File: src/rtl/bbs_pkg.sv
// Shared types, codes and constants of the buzzer beep sequencer.
package bbs_pkg;

    localparam int TUNE_BITS_DEF = 32;
    localparam int TUNE_W        = 32;
    localparam int CFG_IDX_W     = 2;
    localparam int CFG_DATA_W    = 10;

    localparam logic [9:0] PWM_FULL_RST = 10'd1023;

    localparam logic [1:0] CMD_TICK  = 2'd0;
    localparam logic [1:0] CMD_START = 2'd1;
    localparam logic [1:0] CMD_LED   = 2'd2;

    localparam logic [1:0] MODE_COUNTED = 2'd0;
    localparam logic [1:0] MODE_FOLLOW  = 2'd2;

    localparam logic [CFG_IDX_W-1:0] CFG_OUT_INV   = 2'd0;
    localparam logic [CFG_IDX_W-1:0] CFG_FREQ_MODE = 2'd1;
    localparam logic [CFG_IDX_W-1:0] CFG_PWM_FULL  = 2'd2;

    typedef struct packed {
        logic [1:0]        cmd;
        logic [14:0]       beep_count;
        logic [15:0]       on_ticks;
        logic [15:0]       off_ticks;
        logic [TUNE_W-1:0] tune_pattern;
        logic [1:0]        repeat_mode;
        logic              led_level;
    } t_in;

    typedef struct packed {
        logic       drive_valid;
        logic       pin_level;
        logic [8:0] pwm_duty;
        logic       busy_res;
    } t_out;

    typedef struct packed {
        logic       output_inverted;
        logic       frequency_mode;
        logic [9:0] pwm_full_range;
    } t_cfg;

endpackage

File: src/rtl/bbs_tune_len.sv
// Tune length finder: position of the leading one within the stored tune bits, plus one.
module bbs_tune_len
    import bbs_pkg::*;
#(
    parameter int TUNE_BITS = TUNE_BITS_DEF,
    parameter int LEN_W     = $clog2(TUNE_BITS + 1)
) (
    input  logic [TUNE_BITS-1:0] i_tune,
    output logic [LEN_W-1:0]     o_len
);

    always_comb begin
        o_len = '0;
        for (int i = 0; i < TUNE_BITS; i++) begin
            if (i_tune[i]) begin
                o_len = LEN_W'(i + 1);
            end
        end
    end

endmodule

File: src/rtl/bbs_seq_core.sv
// Sequencer state and the single-pass next-state and drive logic for one item.
module bbs_seq_core
    import bbs_pkg::*;
#(
    parameter int TUNE_BITS = TUNE_BITS_DEF
) (
    input  logic i_clk,
    input  logic i_rst_n,
    input  logic i_step,
    input  t_in  i_item,
    input  t_cfg i_cfg,
    output t_out o_res
);

    localparam int LEN_W = $clog2(TUNE_BITS + 1);
    localparam int IDX_W = $clog2(TUNE_BITS);
    localparam int EXT_W = (TUNE_BITS > TUNE_W) ? TUNE_BITS : TUNE_W;

    logic                 r_en, n_en;
    logic [1:0]           r_mode, n_mode;
    logic [15:0]          r_hbc, n_hbc;
    logic [15:0]          r_tl, n_tl;
    logic [15:0]          r_on, n_on;
    logic [15:0]          r_off, n_off;
    logic [LEN_W-1:0]     r_bl, n_bl;
    logic [LEN_W-1:0]     r_len, n_len;
    logic [TUNE_BITS-1:0] r_tune, n_tune;
    logic                 r_tone, n_tone;
    logic                 r_last, n_last;

    logic [EXT_W-1:0]     tune_ext;
    logic [TUNE_BITS-1:0] tune_fit;
    logic [LEN_W-1:0]     tune_len;

    assign tune_ext = EXT_W'(i_item.tune_pattern);
    assign tune_fit = tune_ext[TUNE_BITS-1:0];

    bbs_tune_len #(
        .TUNE_BITS (TUNE_BITS),
        .LEN_W     (LEN_W)
    ) u_tune_len (
        .i_tune (tune_fit),
        .o_len  (tune_len)
    );

    always_comb begin
        logic        drv_req;
        logic        drv_lvl;
        logic        lv;
        logic        tone;
        logic [15:0] tl_dec;
        logic [15:0] hbc_dec;
        logic [LEN_W-1:0] bl_dec;

        n_en   = r_en;
        n_mode = r_mode;
        n_hbc  = r_hbc;
        n_tl   = r_tl;
        n_on   = r_on;
        n_off  = r_off;
        n_bl   = r_bl;
        n_len  = r_len;
        n_tune = r_tune;
        n_tone = r_tone;
        n_last = r_last;
        o_res  = '0;
        drv_req = 1'b0;
        drv_lvl = 1'b0;
        tone    = 1'b0;
        tl_dec  = '0;
        hbc_dec = '0;
        bl_dec  = '0;

        case (i_item.cmd)
            CMD_TICK: begin
                if (r_en && r_mode != MODE_FOLLOW) begin
                    if (r_hbc == 16'd0) begin
                        n_en = 1'b0;
                    end else begin
                        // A zero duration never reloads, so the step stays frozen.
                        if (r_tl != 16'd0) begin
                            tl_dec = r_tl - 16'd1;
                            n_tl   = tl_dec;
                            if (tl_dec == 16'd0) begin
                                if (r_bl != '0) begin
                                    bl_dec = r_bl - LEN_W'(1);
                                    n_bl   = bl_dec;
                                    // Tune plays from the leading one downwards.
                                    tone   = r_tune[bl_dec[IDX_W-1:0]];
                                end else begin
                                    n_bl    = r_len;
                                    hbc_dec = r_hbc - ((r_len != '0) ? 16'd2 : 16'd1);
                                    tone    = hbc_dec[0];
                                    n_hbc   = hbc_dec |
                                              ((r_mode != MODE_COUNTED) ? 16'd2 : 16'd0);
                                end
                                n_tone = tone;
                                n_tl   = tone ? r_on : r_off;
                            end
                        end
                        drv_req = 1'b1;
                        drv_lvl = n_tone;
                    end
                end
            end
            CMD_START: begin
                n_off  = i_item.off_ticks;
                n_on   = i_item.on_ticks;
                n_tl   = 16'd1;
                n_mode = i_item.repeat_mode;
                n_len  = tune_len;
                n_bl   = tune_len;
                n_tune = tune_fit;
                n_hbc  = {i_item.beep_count, 1'b0};
                n_en   = (i_item.beep_count != 15'd0);
                if (i_item.beep_count == 15'd0) begin
                    drv_req = 1'b1;
                    drv_lvl = 1'b0;
                end
            end
            CMD_LED: begin
                if (r_en && r_mode == MODE_FOLLOW) begin
                    n_tone  = i_item.led_level;
                    drv_req = 1'b1;
                    drv_lvl = i_item.led_level;
                end
            end
            default: begin
            end
        endcase

        lv = drv_lvl ^ i_cfg.output_inverted;
        if (drv_req) begin
            if (i_cfg.frequency_mode) begin
                // The PWM duty is only rewritten when the level changes.
                if (r_last != lv) begin
                    o_res.drive_valid = 1'b1;
                    o_res.pin_level   = lv;
                    o_res.pwm_duty    = lv ? i_cfg.pwm_full_range[9:1] : 9'd0;
                    n_last            = lv;
                end
            end else begin
                o_res.drive_valid = 1'b1;
                o_res.pin_level   = lv;
            end
        end
        o_res.busy_res = n_en;
    end

    always_ff @(posedge i_clk) begin
        if (!i_rst_n) begin
            r_en   <= 1'b0;
            r_mode <= '0;
            r_hbc  <= '0;
            r_tl   <= '0;
            r_on   <= '0;
            r_off  <= '0;
            r_bl   <= '0;
            r_len  <= '0;
            r_tune <= '0;
            r_tone <= 1'b0;
            r_last <= 1'b0;
        end else if (i_step) begin
            r_en   <= n_en;
            r_mode <= n_mode;
            r_hbc  <= n_hbc;
            r_tl   <= n_tl;
            r_on   <= n_on;
            r_off  <= n_off;
            r_bl   <= n_bl;
            r_len  <= n_len;
            r_tune <= n_tune;
            r_tone <= n_tone;
            r_last <= n_last;
        end
    end

endmodule

File: src/rtl/buzzer_beep_sequencer.sv
// An accepted item waits in the input register; its result is registered into the result register as it advances.
// Throughput: one item per cycle while results are taken; the input register feeds the sequencer in a single pass.
// The input register is freed whenever the result register is empty or being taken.
// Reset (synchronous, active low) clears the sequence state and empties both registers;
// configuration returns to non-inverted, digital mode and a full range of 1023.
// Top level of the buzzer beep sequencer: handshake registers and configuration.
module buzzer_beep_sequencer
    import bbs_pkg::*;
#(
    parameter int TUNE_BITS = TUNE_BITS_DEF
) (
    input  logic                  i_clk,
    input  logic                  i_rst_n,
    input  logic                  i_in_valid,
    output logic                  o_in_ready,
    input  t_in                   i_in_data,
    output logic                  o_out_valid,
    input  logic                  i_out_ready,
    output t_out                  o_out_data,
    input  logic                  i_cfg_we,
    input  logic [CFG_IDX_W-1:0]  i_cfg_idx,
    input  logic [CFG_DATA_W-1:0] i_cfg_wdata
);

    logic r_in_valid;
    t_in  r_in;
    logic r_out_valid;
    t_out r_out;
    t_cfg r_cfg;
    t_out core_res;
    logic advance;

    assign advance     = r_in_valid && (!r_out_valid || i_out_ready);
    assign o_in_ready  = !r_in_valid || advance;
    assign o_out_valid = r_out_valid;
    assign o_out_data  = r_out;

    always_ff @(posedge i_clk) begin
        if (!i_rst_n) begin
            r_cfg.output_inverted <= 1'b0;
            r_cfg.frequency_mode  <= 1'b0;
            r_cfg.pwm_full_range  <= PWM_FULL_RST;
        end else if (i_cfg_we) begin
            case (i_cfg_idx)
                CFG_OUT_INV:   r_cfg.output_inverted <= i_cfg_wdata[0];
                CFG_FREQ_MODE: r_cfg.frequency_mode  <= i_cfg_wdata[0];
                CFG_PWM_FULL:  r_cfg.pwm_full_range  <= i_cfg_wdata[9:0];
                default: begin
                end
            endcase
        end
    end

    always_ff @(posedge i_clk) begin
        if (!i_rst_n) begin
            r_in_valid  <= 1'b0;
            r_out_valid <= 1'b0;
        end else begin
            if (o_in_ready) begin
                r_in_valid <= i_in_valid;
            end
            if (advance) begin
                r_out_valid <= 1'b1;
            end else if (i_out_ready) begin
                r_out_valid <= 1'b0;
            end
        end
    end

    always_ff @(posedge i_clk) begin
        if (o_in_ready && i_in_valid) begin
            r_in <= i_in_data;
        end
        if (advance) begin
            r_out <= core_res;
        end
    end

    bbs_seq_core #(
        .TUNE_BITS (TUNE_BITS)
    ) u_core (
        .i_clk   (i_clk),
        .i_rst_n (i_rst_n),
        .i_step  (advance),
        .i_item  (r_in),
        .i_cfg   (r_cfg),
        .o_res   (core_res)
    );

`ifndef NO_ASSERTIONS
    a_nowrite_zero: assert property (@(posedge i_clk) disable iff (!i_rst_n)
        (r_out_valid && !r_out.drive_valid) |-> (!r_out.pin_level && r_out.pwm_duty == 9'd0))
        else $error("result without a write carries a level or duty");

    a_reset_empty: assert property (@(posedge i_clk)
        !i_rst_n |=> (!r_out_valid && !r_in_valid))
        else $error("registers not empty after reset");

    a_drain: assert property (@(posedge i_clk) disable iff (!i_rst_n)
        (r_in_valid && !r_out_valid) |=> r_out_valid)
        else $error("held item did not reach the result register");
`endif

endmodule
File: config.mk
export PLATFORM = sky130hd
export DESIGN_NAME = buzzer_beep_sequencer
export DESIGN_NICKNAME = d
export VERILOG_FILES = /design/src/rtl/bbs_pkg.sv /design/src/rtl/bbs_tune_len.sv /design/src/rtl/bbs_seq_core.sv /design/src/rtl/buzzer_beep_sequencer.sv
export SDC_FILE = /design/constraint.sdc
export NUM_CORES = 1
export LEC_CHECK = 0
export BUFFER_PORTS_ARGS = -buffer_cell sky130_fd_sc_hd__buf_4
export CORE_MARGIN = 2
export CORE_UTILIZATION = 30
export DETAILED_ROUTE_END_ITERATION = 10
export GPL_TIMING_DRIVEN = 0
export PLACE_DENSITY = 0.52
export SYNTH_ARGS = -nofsm -noshare
export SYNTH_HDL_FRONTEND = slang
export SYNTH_HIERARCHICAL = 1
export SYNTH_SLANG_ARGS = --single-unit
File: constraint.sdc
create_clock -name i_clk -period 9.5 [get_ports i_clk]
set_input_delay 1.425 -clock i_clk [delete_from_list [all_inputs] [get_ports i_clk]]
set_output_delay 1.425 -clock i_clk [all_outputs]
set_load 0.05 [all_outputs]
==> impl_metrics.env <==
export IMPL_status="complete, no violations"
export IMPL_drt_iter0_markers=549
export IMPL_totalNegativeSetupSlack_ps=0
export IMPL_cap_violations=0
export IMPL_synthesis_nets=1149
export IMPL_clock_path_buffers=3
export IMPL_postRouteAntennaNets=0
export IMPL_crit_required_ps=9900
export IMPL_avgSynthCellArea_um2=9.72
export IMPL_max_freq_ghz=0.230
export IMPL_power_frac_seq_pct=46.9
export IMPL_htree_levels=1
export IMPL_dieHeight_um=188
export IMPL_internal_power_mw=1.69
export IMPL_total_power_mw=2.26
export IMPL_die_area_mm2=0.0352
export IMPL_syn_inst=1041
export IMPL_period_share_pct=45.8
export IMPL_drive_gt1_share_pct=18.5
export IMPL_path_max_fanout=10
export IMPL_holdCritPathClass="reg2reg"
export IMPL_end_kind="flip-flop"
export IMPL_cts_tree="built"
export IMPL_die_w_um=188
export IMPL_finalHoldViolations=0
export IMPL_fin_crit_ps=4350
export IMPL_rsz0062_at_grt="false"
export IMPL_synth_area_mm2=0.0101
export IMPL_post_cts_resized=0
export IMPL_worstPathArrival_ps=4750
export IMPL_clock_sinks=222
export IMPL_cp_start_kind="flip-flop"
export IMPL_drt_pre_antenna_iters=5
export IMPL_hold_buffers=0
export IMPL_mostFrequentLayoutCells="180 x nand2_1, 126 x dfxtp_1, 117 x buf_4, 114 x a21oi_1, 96 x edfxtp_1"
export IMPL_power_frac_comb_pct=12.3
export IMPL_hpwl_um=19700
export IMPL_mostFrequentLayoutCell="nand2_1"
export IMPL_diodes=0
export IMPL_io_pins=115
export IMPL_power_density_mw_per_mm2=183
export IMPL_clk_latency_ps=530
export IMPL_p_leak_nw=4.56
export IMPL_grt_max_degree=31
export IMPL_cts_root_buffer="clkbuf_16"
export IMPL_final_nets=1293
export IMPL_grt_pass1_wl_um=43700
export IMPL_swShare_pct=25.4
export IMPL_num_vias=8256
export IMPL_overflow=0
export IMPL_slew_headroom_pct=38.4
export IMPL_wl_per_cell_um=16.6
export IMPL_antenna_found_initial=0
export IMPL_core_area_mm2=0.0334
export IMPL_cts_setup_buffers=0
export IMPL_ir_drop_mv=0.141
export IMPL_routed_wl_um=27400
export IMPL_power_switching_uw=575
export IMPL_drcViolationCount=0
export IMPL_setup_violations=0
export IMPL_critical_path_class="reg2reg"
export IMPL_cts_buffers=25
export IMPL_initial_core_util_pct=30.3
export IMPL_grt_pass1_vias=8181
export IMPL_synth_warnings=6
export IMPL_drv_slew=0
export IMPL_place_port_buffers=114
export IMPL_finClkSkew_ps=13.3
export IMPL_place_gp_congestion=0.849
export IMPL_rows=67
export IMPL_grt_util_all_layers_pct=15.3
export IMPL_tightest_slew_ps=917
export IMPL_via_per_inst=5.00
export IMPL_area_growth_pct=22.5
export IMPL_path_clk_slew_ps=60
export IMPL_power_frac_clock_pct=40.8
==> worst max-delay path, stage by stage, from the launching register on <==
cell and delay [ps]:
dfxtp_1 300, buf_2 230, buf_2 320, inv_1 110, ha_1 290, clkbuf_1 490
mux4_2 350, a22oi_1 80, o221a_2 290, o22ai_2 630, buf_2 470, mux2i_1 390
o32a_1 190, o21ai_0 60
==> power groups by stage <==
stage	Sequential (mW)	Combinational [mW]	Clock [mW]
finish	1.06	0.278	0.923
detailed placement	1.08	0.277	0
global placement	1.09	0.271	0
global route	1.07	0.308	0.992
CTS	1.06	0.278	0.954
floorplan	1.08	0.174	0
==> routing by layer <==
| layer | track usage [%] | up-vias | wire (um) |
|---|---|---|---|
| met5 | 0 | - | 0 |
| met4 | 4.82 | 0 | 818 |
| met3 | 2.73 | 56 | 1440 |
| met2 | 24.9 | 217 | 12400 |
| met1 | 20.6 | 3900 | 12700 |
| li1 | - | 4083 | - |
==> state kept, by name (all words and copies together), names as in the netlist <==
name           cells
r_in              84
u_core/r_tl       16
o_out_data        12
o_out_valid        1
u_core/r_mode      2
r_cfg             11
u_core/r_hbc      16
u_core/r_en        1
u_core/r_tune     32
u_core/r_tone      1
u_core/r_on       16
u_core/r_bl        6
u_core/r_len       6
u_core/r_last      1
r_in_valid         1
u_core/r_off      16
==> path summary, 6_finish.rpt <==
check / start / end / slack, ps / cells past startpoint
setup / recovery: u_core/r_bl[0] / u_core/r_tl[10] / 5150 / 13
hold / removal: u_core/r_tune[30] / u_core/r_tune[30] / 450 / 2
setup reg to reg: u_core/r_bl[0] / u_core/r_tl[10] / 5150 / 13
hold reg to reg: u_core/r_tune[30] / u_core/r_tune[30] / 450 / 2
==> per-stage QoR <==
step	util, %	instances	instance area [um^2]	hold WS [ps]	setup slack (ps)
after CTS	37.1	1652	12400	453	5130
after floorplan	-	1041	10100	433	3370
after global placement	34.6	1603	11500	440	813
final	37.1	1652	12400	453	5150
after detailed placement	34.8	1606	11600	445	5140
after global routing	37.1	1652	12400	471	4810
==> area by class of cell <==
cell class              count  area, um^2
plain buffers              70         320
clock buffers              33         696
clock inverters            13        86.3
fillers                  3478       21000
inverters                  42         158
multi-input cells         707        4250
flip-flops and latches    222        5410
well taps                 448         561
repair buffers            117         923
Power figures use the tool's default switching activity.
